## src/design/tps_pkg.sv

```systemverilog
`timescale 1ns / 1ps
// ----------------------------------------------------------------------------
// tps_pkg
// Shared types and constants of the timer pool scheduler.
// ----------------------------------------------------------------------------
package tps_pkg;

    // pool size and derived slot index width
    localparam int POOL_SLOTS = 16;
    localparam int SLOT_W     = (POOL_SLOTS > 1) ? $clog2(POOL_SLOTS) : 1;

    // command queue between front and back
    localparam int Q_DEPTH = 2;
    localparam int Q_PTR_W = 1;
    localparam int Q_CNT_W = 2;

    // input mode codes
    localparam logic [1:0] MODE_START  = 2'd0;
    localparam logic [1:0] MODE_CANCEL = 2'd1;
    localparam logic [1:0] MODE_TICK   = 2'd2;
    localparam logic [1:0] MODE_NONE   = 2'd3;

    // result kind codes
    localparam logic [2:0] KIND_STARTED = 3'd0;
    localparam logic [2:0] KIND_FULL    = 3'd1;
    localparam logic [2:0] KIND_FIRED   = 3'd2;
    localparam logic [2:0] KIND_SCAN    = 3'd3;
    localparam logic [2:0] KIND_CANCEL  = 3'd4;

    // classified command
    typedef enum logic [1:0] {
        OP_START,
        OP_CANCEL,
        OP_TICK
    } t_op;

    typedef struct packed {
        t_op         op;
        logic [7:0]  timer_id;
        logic [31:0] timeout_ticks;
        logic        periodic;
        logic        has_callback;
    } t_cmd;

    // back-end sequencer states
    typedef enum logic [1:0] {
        ST_IDLE,
        ST_SCAN,
        ST_DONE
    } t_eng_state;

endpackage

```

## src/design/timer_pool_scheduler.sv

```systemverilog
`timescale 1ns / 1ps
// ----------------------------------------------------------------------------
// timer_pool_scheduler
// Pool of timer slots driven by start, cancel and tick transactions.
//
//   channel  handshake           payload
//   input    i_valid / o_ready   i_mode, i_timer_id, i_timeout_ticks,
//                                i_periodic, i_has_callback
//   output   o_valid / i_ready   o_kind, o_fired_id, o_found, o_last
//
// Start and cancel are executed directly from idle; a tick runs a scan that
// visits one slot per cycle while the output is not stalled.
// A two-entry command queue lets the front take transactions while the back
// end scans. Synchronous active-low reset clears the count and all slots at
// once; no clearing pass is needed. A stalled output holds the scan on the
// slot that fires until the pending result is taken.
// ----------------------------------------------------------------------------
module timer_pool_scheduler (
    input  logic        i_clk,
    input  logic        i_rst_n,
    input  logic        i_valid,
    output logic        o_ready,
    input  logic [1:0]  i_mode,
    input  logic [7:0]  i_timer_id,
    input  logic [31:0] i_timeout_ticks,
    input  logic        i_periodic,
    input  logic        i_has_callback,
    output logic        o_valid,
    input  logic        i_ready,
    output logic [2:0]  o_kind,
    output logic [7:0]  o_fired_id,
    output logic        o_found,
    output logic        o_last
);

    logic          cmd_valid;
    tps_pkg::t_cmd cmd;
    logic          cmd_pop;

    // front: accept and classify
    tps_front u_front (
        .i_clk           (i_clk),
        .i_rst_n         (i_rst_n),
        .i_valid         (i_valid),
        .o_ready         (o_ready),
        .i_mode          (i_mode),
        .i_timer_id      (i_timer_id),
        .i_timeout_ticks (i_timeout_ticks),
        .i_periodic      (i_periodic),
        .i_has_callback  (i_has_callback),
        .o_cmd_valid     (cmd_valid),
        .o_cmd           (cmd),
        .i_cmd_pop       (cmd_pop)
    );

    // back: slot state and scan
    tps_engine u_engine (
        .i_clk       (i_clk),
        .i_rst_n     (i_rst_n),
        .i_cmd_valid (cmd_valid),
        .i_cmd       (cmd),
        .o_cmd_pop   (cmd_pop),
        .o_valid     (o_valid),
        .i_ready     (i_ready),
        .o_kind      (o_kind),
        .o_fired_id  (o_fired_id),
        .o_found     (o_found),
        .o_last      (o_last)
    );

endmodule

```

## src/design/tps_front.sv

```systemverilog
`timescale 1ns / 1ps
// ----------------------------------------------------------------------------
// tps_front
// Accepts input transactions, classifies the mode and queues commands for
// the back end. Unused mode codes are accepted and dropped here.
// ----------------------------------------------------------------------------
module tps_front (
    input  logic          i_clk,
    input  logic          i_rst_n,
    input  logic          i_valid,
    output logic          o_ready,
    input  logic [1:0]    i_mode,
    input  logic [7:0]    i_timer_id,
    input  logic [31:0]   i_timeout_ticks,
    input  logic          i_periodic,
    input  logic          i_has_callback,
    output logic          o_cmd_valid,
    output tps_pkg::t_cmd o_cmd,
    input  logic          i_cmd_pop
);

    tps_pkg::t_cmd                  r_mem [tps_pkg::Q_DEPTH];
    logic [tps_pkg::Q_PTR_W-1:0]    r_wr_ptr;
    logic [tps_pkg::Q_PTR_W-1:0]    r_rd_ptr;
    logic [tps_pkg::Q_CNT_W-1:0]    r_count;
    logic [tps_pkg::Q_CNT_W-1:0]    n_count;

    tps_pkg::t_cmd                  in_cmd;
    logic                           in_keep;
    logic                           push;
    logic                           pop;

    // classify the incoming mode
    always_comb begin
        in_cmd.timer_id      = i_timer_id;
        in_cmd.timeout_ticks = i_timeout_ticks;
        in_cmd.periodic      = i_periodic;
        in_cmd.has_callback  = i_has_callback;
        in_cmd.op            = tps_pkg::OP_TICK;
        in_keep              = 1'b1;
        unique case (i_mode)
            tps_pkg::MODE_START:  in_cmd.op = tps_pkg::OP_START;
            tps_pkg::MODE_CANCEL: in_cmd.op = tps_pkg::OP_CANCEL;
            tps_pkg::MODE_TICK:   in_cmd.op = tps_pkg::OP_TICK;
            default:              in_keep   = 1'b0;
        endcase
    end

    assign o_ready     = (r_count != tps_pkg::Q_CNT_W'(tps_pkg::Q_DEPTH));
    assign push        = i_valid && o_ready && in_keep;
    assign o_cmd_valid = (r_count != '0);
    assign pop         = i_cmd_pop && o_cmd_valid;
    assign o_cmd       = r_mem[r_rd_ptr];

    // occupancy
    always_comb begin
        unique case ({push, pop})
            2'b10:   n_count = r_count + 1'b1;
            2'b01:   n_count = r_count - 1'b1;
            default: n_count = r_count;
        endcase
    end

    // queue pointers
    always_ff @(posedge i_clk) begin
        if (!i_rst_n) begin
            r_wr_ptr <= '0;
            r_rd_ptr <= '0;
            r_count  <= '0;
        end else begin
            r_count <= n_count;
            if (push) begin
                r_wr_ptr <= r_wr_ptr + 1'b1;
            end
            if (pop) begin
                r_rd_ptr <= r_rd_ptr + 1'b1;
            end
        end
    end

    // queue storage
    always_ff @(posedge i_clk) begin
        if (push) begin
            r_mem[r_wr_ptr] <= in_cmd;
        end
    end

endmodule

```

## src/design/tps_engine.sv

```systemverilog
`timescale 1ns / 1ps
// ----------------------------------------------------------------------------
// tps_engine
// Back end: holds the timer slots and the tick count, executes start and
// cancel from idle, and walks the slots one per cycle on a tick while the
// output is not stalled. Results leave through a registered output stage.
// ----------------------------------------------------------------------------
module tps_engine (
    input  logic          i_clk,
    input  logic          i_rst_n,
    input  logic          i_cmd_valid,
    input  tps_pkg::t_cmd i_cmd,
    output logic          o_cmd_pop,
    output logic          o_valid,
    input  logic          i_ready,
    output logic [2:0]    o_kind,
    output logic [7:0]    o_fired_id,
    output logic          o_found,
    output logic          o_last
);

    localparam int NS = tps_pkg::POOL_SLOTS;
    localparam int SW = tps_pkg::SLOT_W;

    // slot state
    logic [NS-1:0]   r_used;
    logic [7:0]      r_ident   [NS];
    logic [31:0]     r_start   [NS];
    logic [31:0]     r_timeout [NS];
    logic [NS-1:0]   r_periodic;
    logic [NS-1:0]   r_notify;
    logic [NS-1:0]   r_cancel;

    logic [31:0]          r_now;
    logic [31:0]          n_now;
    tps_pkg::t_eng_state  r_state;
    tps_pkg::t_eng_state  n_state;
    logic [SW-1:0]        r_idx;
    logic [SW-1:0]        n_idx;

    // output stage
    logic       r_out_valid;
    logic [2:0] r_kind;
    logic [7:0] r_fired_id;
    logic       r_found;
    logic       r_last;

    logic       out_free;
    logic       out_load;
    logic [2:0] out_kind;
    logic [7:0] out_id;
    logic       out_found;
    logic       out_last;

    // slot search
    logic [NS-1:0] match;
    logic          hit;
    logic [SW-1:0] hit_slot;
    logic          has_free;
    logic [SW-1:0] free_slot;
    logic [SW-1:0] sel_slot;

    // scan datapath
    logic [31:0] elapsed;
    logic        expired;

    // slot update actions
    logic do_start;
    logic do_cancel;
    logic do_free;
    logic do_rearm;

    // id match and priority encoders, lowest slot wins
    always_comb begin
        hit       = 1'b0;
        hit_slot  = '0;
        has_free  = 1'b0;
        free_slot = '0;
        for (int i = NS - 1; i >= 0; i--) begin
            match[i] = r_used[i] && (r_ident[i] == i_cmd.timer_id);
            if (match[i]) begin
                hit      = 1'b1;
                hit_slot = SW'(i);
            end
            if (!r_used[i]) begin
                has_free  = 1'b1;
                free_slot = SW'(i);
            end
        end
        sel_slot = hit ? hit_slot : free_slot;
    end

    // expiry test of the slot under the scan pointer
    assign elapsed  = r_now - r_start[r_idx];
    assign expired  = (elapsed >= r_timeout[r_idx]);
    assign out_free = !r_out_valid || i_ready;

    // sequencer: next state and actions
    always_comb begin
        n_state   = r_state;
        n_idx     = r_idx;
        n_now     = r_now;
        o_cmd_pop = 1'b0;
        out_load  = 1'b0;
        out_kind  = tps_pkg::KIND_SCAN;
        out_id    = '0;
        out_found = 1'b0;
        out_last  = 1'b1;
        do_start  = 1'b0;
        do_cancel = 1'b0;
        do_free   = 1'b0;
        do_rearm  = 1'b0;
        unique case (r_state)
            tps_pkg::ST_IDLE: begin
                if (i_cmd_valid) begin
                    unique case (i_cmd.op)
                        tps_pkg::OP_START: begin
                            if (out_free) begin
                                o_cmd_pop = 1'b1;
                                out_load  = 1'b1;
                                out_id    = i_cmd.timer_id;
                                if (hit || has_free) begin
                                    do_start = 1'b1;
                                    out_kind = tps_pkg::KIND_STARTED;
                                end else begin
                                    out_kind = tps_pkg::KIND_FULL;
                                end
                            end
                        end
                        tps_pkg::OP_CANCEL: begin
                            if (out_free) begin
                                o_cmd_pop = 1'b1;
                                out_load  = 1'b1;
                                out_id    = i_cmd.timer_id;
                                out_kind  = tps_pkg::KIND_CANCEL;
                                out_found = hit;
                                do_cancel = hit;
                            end
                        end
                        default: begin
                            // tick: advance the count, then scan
                            o_cmd_pop = 1'b1;
                            n_now     = r_now + 32'd1;
                            n_idx     = '0;
                            n_state   = tps_pkg::ST_SCAN;
                        end
                    endcase
                end
            end
            tps_pkg::ST_SCAN: begin
                if (r_used[r_idx] && !r_cancel[r_idx] && expired && r_notify[r_idx]
                    && !out_free) begin
                    // fire result must wait for the output stage
                    n_state = r_state;
                end else begin
                    if (r_used[r_idx]) begin
                        if (r_cancel[r_idx]) begin
                            do_free = 1'b1;
                        end else if (expired) begin
                            if (r_notify[r_idx]) begin
                                out_load = 1'b1;
                                out_kind = tps_pkg::KIND_FIRED;
                                out_id   = r_ident[r_idx];
                                out_last = 1'b0;
                            end
                            do_rearm = r_periodic[r_idx];
                            do_free  = !r_periodic[r_idx];
                        end
                    end
                    if (r_idx == SW'(NS - 1)) begin
                        n_state = tps_pkg::ST_DONE;
                    end else begin
                        n_idx = r_idx + 1'b1;
                    end
                end
            end
            default: begin
                // closing scan-done result
                if (out_free) begin
                    out_load = 1'b1;
                    n_state  = tps_pkg::ST_IDLE;
                end
            end
        endcase
    end

    // control registers
    always_ff @(posedge i_clk) begin
        if (!i_rst_n) begin
            r_state <= tps_pkg::ST_IDLE;
            r_idx   <= '0;
            r_now   <= '0;
            r_used  <= '0;
        end else begin
            r_state <= n_state;
            r_idx   <= n_idx;
            r_now   <= n_now;
            if (do_start) begin
                r_used[sel_slot] <= 1'b1;
            end
            if (do_free) begin
                r_used[r_idx] <= 1'b0;
            end
        end
    end

    // slot payload
    always_ff @(posedge i_clk) begin
        if (do_start) begin
            r_ident[sel_slot]    <= i_cmd.timer_id;
            r_start[sel_slot]    <= r_now;
            r_timeout[sel_slot]  <= i_cmd.timeout_ticks;
            r_periodic[sel_slot] <= i_cmd.periodic;
            r_notify[sel_slot]   <= i_cmd.has_callback;
            r_cancel[sel_slot]   <= 1'b0;
        end
        if (do_cancel) begin
            r_cancel[hit_slot] <= 1'b1;
        end
        if (do_rearm) begin
            r_start[r_idx] <= r_now;
        end
    end

    // output stage valid
    always_ff @(posedge i_clk) begin
        if (!i_rst_n) begin
            r_out_valid <= 1'b0;
        end else if (out_load) begin
            r_out_valid <= 1'b1;
        end else if (i_ready) begin
            r_out_valid <= 1'b0;
        end
    end

    // output stage payload
    always_ff @(posedge i_clk) begin
        if (out_load) begin
            r_kind     <= out_kind;
            r_fired_id <= out_id;
            r_found    <= out_found;
            r_last     <= out_last;
        end
    end

    assign o_valid    = r_out_valid;
    assign o_kind     = r_kind;
    assign o_fired_id = r_fired_id;
    assign o_found    = r_found;
    assign o_last     = r_last;

endmodule

```

## config.mk

```make
export PLATFORM = sky130hd
export DESIGN_NAME = timer_pool_scheduler
export DESIGN_NICKNAME = d
export VERILOG_FILES = /design/src/design/tps_pkg.sv /design/src/design/timer_pool_scheduler.sv /design/src/design/tps_front.sv /design/src/design/tps_engine.sv
export SDC_FILE = /design/constraint.sdc
export NUM_CORES = 1
export LEC_CHECK = 0
export BUFFER_PORTS_ARGS = -buffer_cell sky130_fd_sc_hd__buf_2
export CELL_PAD_IN_SITES_DETAIL_PLACEMENT = 1
export CELL_PAD_IN_SITES_GLOBAL_PLACEMENT = 2
export CORE_MARGIN = 8
export CORE_UTILIZATION = 40
export DETAILED_ROUTE_END_ITERATION = 8
export GPL_TIMING_DRIVEN = 0
export PLACE_DENSITY_LB_ADDON = 0.1
export SLEW_MARGIN = 0
export SYNTH_ARGS = -nofsm -noshare
export SYNTH_HDL_FRONTEND = slang
export SYNTH_HIERARCHICAL = 1
export SYNTH_SLANG_ARGS = --single-unit
```

## constraint.sdc

```tcl
create_clock -name i_clk -period 9.31 [get_ports i_clk]
set_input_delay 0.931 -clock i_clk [delete_from_list [all_inputs] [get_ports i_clk]]
set_output_delay 0.931 -clock i_clk [all_outputs]
set_load 0.01 [all_outputs]
```

==> metrics.csv <==
stage,metric,value,unit
pwr,combinational share of power,18.6,%
pwr,Reg power frac,44.9,%
timing,Max-slew headroom,11.96,%
floorplanning,Die Span Y,392.9,um
clock_network,H-tree levels,4,
worst_setup_path,R2R Setup Slk,0.34,ns
timing,Worst-Margin Slew,1.321,ns
synth,Synth Flop Type,edfxtp_1,
worst_setup_path,Crit path required time,9.75,ns
grt,vias in the first global route,31473,
finish,Nets,3341,
floorplanning,Die ar.,154300,um2
grt,overall routing resource usage,21.47,%
pwr,Int Pwr,11670,uW
routing,WL final,166100,um
worst_setup_path,worst-path fanout max,17,
synth,Syn. warnings,6,
synth,Syn Nets,3026,
routing,initial DRC count,2446,
grt,Overflow after GRT,0,
clock_network,cell at the root of the clock tree,clkbuf_16,
grt,antenna violations before repair,3,
worst_setup_path,family with the most delay on the worst path,compound AO/OA/AOI/OAI gates,
finish,layout cells sized above 1,28.18,%
synth,asr flop ratio synth,0,%
pwr,Leak,0.02101,uW
synth,Cell variety after synth,89,
timing,"Hold Vio Cnt, Final",0,
run,Max Cap Viol,0,
worst_setup_path,CP Capture Point,u_engine/r_start[11][15],
pwr,Switch Pwr,4229,uW
placement,# port buffers,62,
clock_network,clk sinks,1365,
worst_setup_path,sum of buffers and inverters on the critical path,4,
synth,synthesized cell area,56810,um2
finish,# fillers,13104,
worst_setup_path,nature of the critical path startpoint,flip-flop,
routing,Routed wire per std cell,31.75,um
clock_network,clock buffer depth,3,
placement,GP Congestion,0.8677,
worst_setup_path,crit path DAT,9.41,ns
synth,Synth Instances,2907,
pwr,Clk network pwr share,36.5,%
placement,pre-CTS WS,-2.550,ns
synth,register area share after synthesis,70.75,%
routing,via/cell ratio,5.664,
placement,dpl hpwl,114700,um
worst_setup_path,worst-path cell with the longest stage delay,mux4_2,
finish,area grow syn2layout,17.34,%
floorplanning,I/O pin cnt,63,
worst_setup_path,reg2reg path depth,26,
finish,most frequent cells in the layout,"edfxtp_1, mux4_2, xnor2_1",
routing,met1 wire length,72690,um
synth,#FFs+latches synth,1365,
pwr,Pwr Density,238.5,nW/um2
worst_setup_path,CP max stage delay,0.59,ns
floorplanning,# rows,138,
clock_network,CTS Buf Count,148,
floorplanning,Starting Density,40.22,%
pwr,sw frac,26.60,%
floorplanning,Die Width,392.9,um
timing,Final min period,8.967,ns
routing,DR vias,29624,
routing,DR DRC count,0,
routing,drt pass-1 iters,5,
grt,first-pass GRT wire length,235200,um
worst_setup_path,FF-to-FF End,u_engine/r_start[11][15],
routing,met2 routed WL,82600,um
clock_network,CTS tree,yes,
timing,Final period util,96.32,%
hold_path,class of the worst hold path,in -> reg,
routing,Max Used Layer,met4,
timing,Final WS setup,0.3426,ns
timing,final setup fails,0,
grt,largest net degree at the start of global routing,38,
timing,Final Slew Violations,0,
worst_setup_path,Worst Setup Path Type,reg -> reg,
pwr,Peak supply drop,0.0001502,V
finish,"commonest non-fill, non-tap cell in the layout",edfxtp_1,
routing,Final ANT Viol Nets,0,
worst_setup_path,Crit. End Element,flip-flop,
clock_network,Clock transition at path regs,0.06,ns
timing,Max Fclk,111.5,MHz
synth,Syn Area/Cell,19.54,um2
routing,met3 WL,7270,um
timing,Final Skew,0.03442,ns
synth,"EDFF count, synth",1285,
floorplanning,core area,141200,um2
clock_network,clk_lat worst skew,0.77,ns
worst_setup_path,number of cells on the critical path,26,
timing,TNS Setup,0,ns
status,outcome,"complete, no violations",
-- how the worst min path moves through the flow --
stage	start	endpoint	slack (ns)	cells past startpoint
after global routing	i_timeout_ticks[31]	u_front/r_mem[0][33]	0.32	1
after floorplan	u_engine/r_cancel[4]	u_engine/r_cancel[4]	0.42	2
after global placement	u_engine/r_cancel[3]	u_engine/r_cancel[3]	0.44	1
after detailed placement	u_engine/r_cancel[3]	u_engine/r_cancel[3]	0.45	1
after CTS	i_has_callback	u_front/r_mem[1][0]	0.30	1
final	i_has_callback	u_front/r_mem[1][0]	0.36	1
-- kinds of logic after synthesis --
logic type | share of synthesized area [%]
AOI/OAI and AO/OA | 3.192
xor gates and xnor gates | 2.852
adders and majority gates | 1.577
buffers and inverters | 1.791
DFF | 70.75
muxes | 16.07
and+or+nand+nor | 3.777
-- per-stage QoR --
step / total power, uW / std cells / hold WS [ns] / instance area [um2] / util (%)
2_1_floorplan: 9091 / 2907 / 0.4245 / 56810 / -
3_3_place_gp: 10110 / 4859 / 0.4378 / 59480 / 42.11
3_5_place_dp: 10240 / 4944 / 0.4539 / 61440 / 43.50
4_1_cts: 16080 / 5228 / 0.2977 / 66620 / 47.17
5_1_grt: 16460 / 5229 / 0.3245 / 66660 / 47.19
6_report: 15900 / 5230 / 0.3635 / 66660 / 47.19
-- area by class of cell --
class | instances | area [um2] | share of cell area, %
tap | 1890 | 2365 | 3.548
inverter | 106 | 402.9 | 0.6044
timing repair buffer | 169 | 2292 | 3.439
multi-input combinational | 1311 | 15950 | 23.93
clock inverter | 77 | 726.9 | 1.091
buffer | 121 | 681.9 | 1.023
sequential | 1365 | 40190 | 60.30
clock buffer | 190 | 4041 | 6.063
antenna | 1 | 2.502 | 0.003754
-- state kept, by name, indices dropped and copies added (netlist names), 16 cells and up, named ones only --
name / count
u_engine/r_notify: 16
u_engine/r_cancel: 16
u_engine/r_used: 16
u_front/r_mem: 88
u_engine/r_ident: 128
u_engine/r_start: 512
u_engine/r_now: 32
u_engine/r_timeout: 512
u_engine/r_periodic: 16
-- metal layers --
| metal | up-vias | GRT usage [%] |
|---|---|---|
| li1 | 12517 | - |
| met1 | 16173 | 29.59 |
| met2 | 740 | 36.40 |
| met3 | 194 | 3.011 |
| met4 | 0 | 4.985 |
| met5 | - | 0 |
-- cells in the mapped netlist, types with 11 or more instances --
library cell / instances / area (um2)
a21oi_1: 42 / 210.2
nand2b_1: 15 / 93.84
nor2b_1: 12 / 75.07
mux2_2: 45 / 506.7
o21ai_0: 33 / 165.2
edfxtp_1: 1285 / 38590
nor3_2: 12 / 120.1
a21o_1: 31 / 232.7
ha_1: 70 / 875.8
buf_1: 26 / 97.59
nor2_1: 64 / 240.2
and2_1: 29 / 181.4
nor3_1: 36 / 180.2
xor2_1: 17 / 148.9
o21a_1: 13 / 97.59
clkbuf_1: 68 / 255.2
mux4_2: 367 / 8265
dfxtp_1: 80 / 1602
inv_1: 106 / 397.9
mux4_1: 11 / 289.0
xnor2_1: 168 / 1471
nand2_1: 70 / 262.8
nand3_1: 45 / 225.2
nand4_1: 38 / 237.7
or3_1: 22 / 137.6
-- repair_timing --
| item | CTS | global route |
|---|---|---|
| hold buffers | 0 | 0 |
| setup buffers | 21 | 1 |
| endpoints found under the setup margin | 562 | 76 |
| pin swaps | 14 | 1 |
| gates resized for setup | 48 | 8 |
-- power groups by stage --
stage	Clock [uW]	Combinational, uW	Sequential, uW
detailed placement	0	2980	7250
CTS	5940	3010	7130
finish	5810	2960	7130
global placement	0	2850	7260
global route	6140	3180	7140
floorplan	0	1850	7240
(Power assumes the default switching activity.)
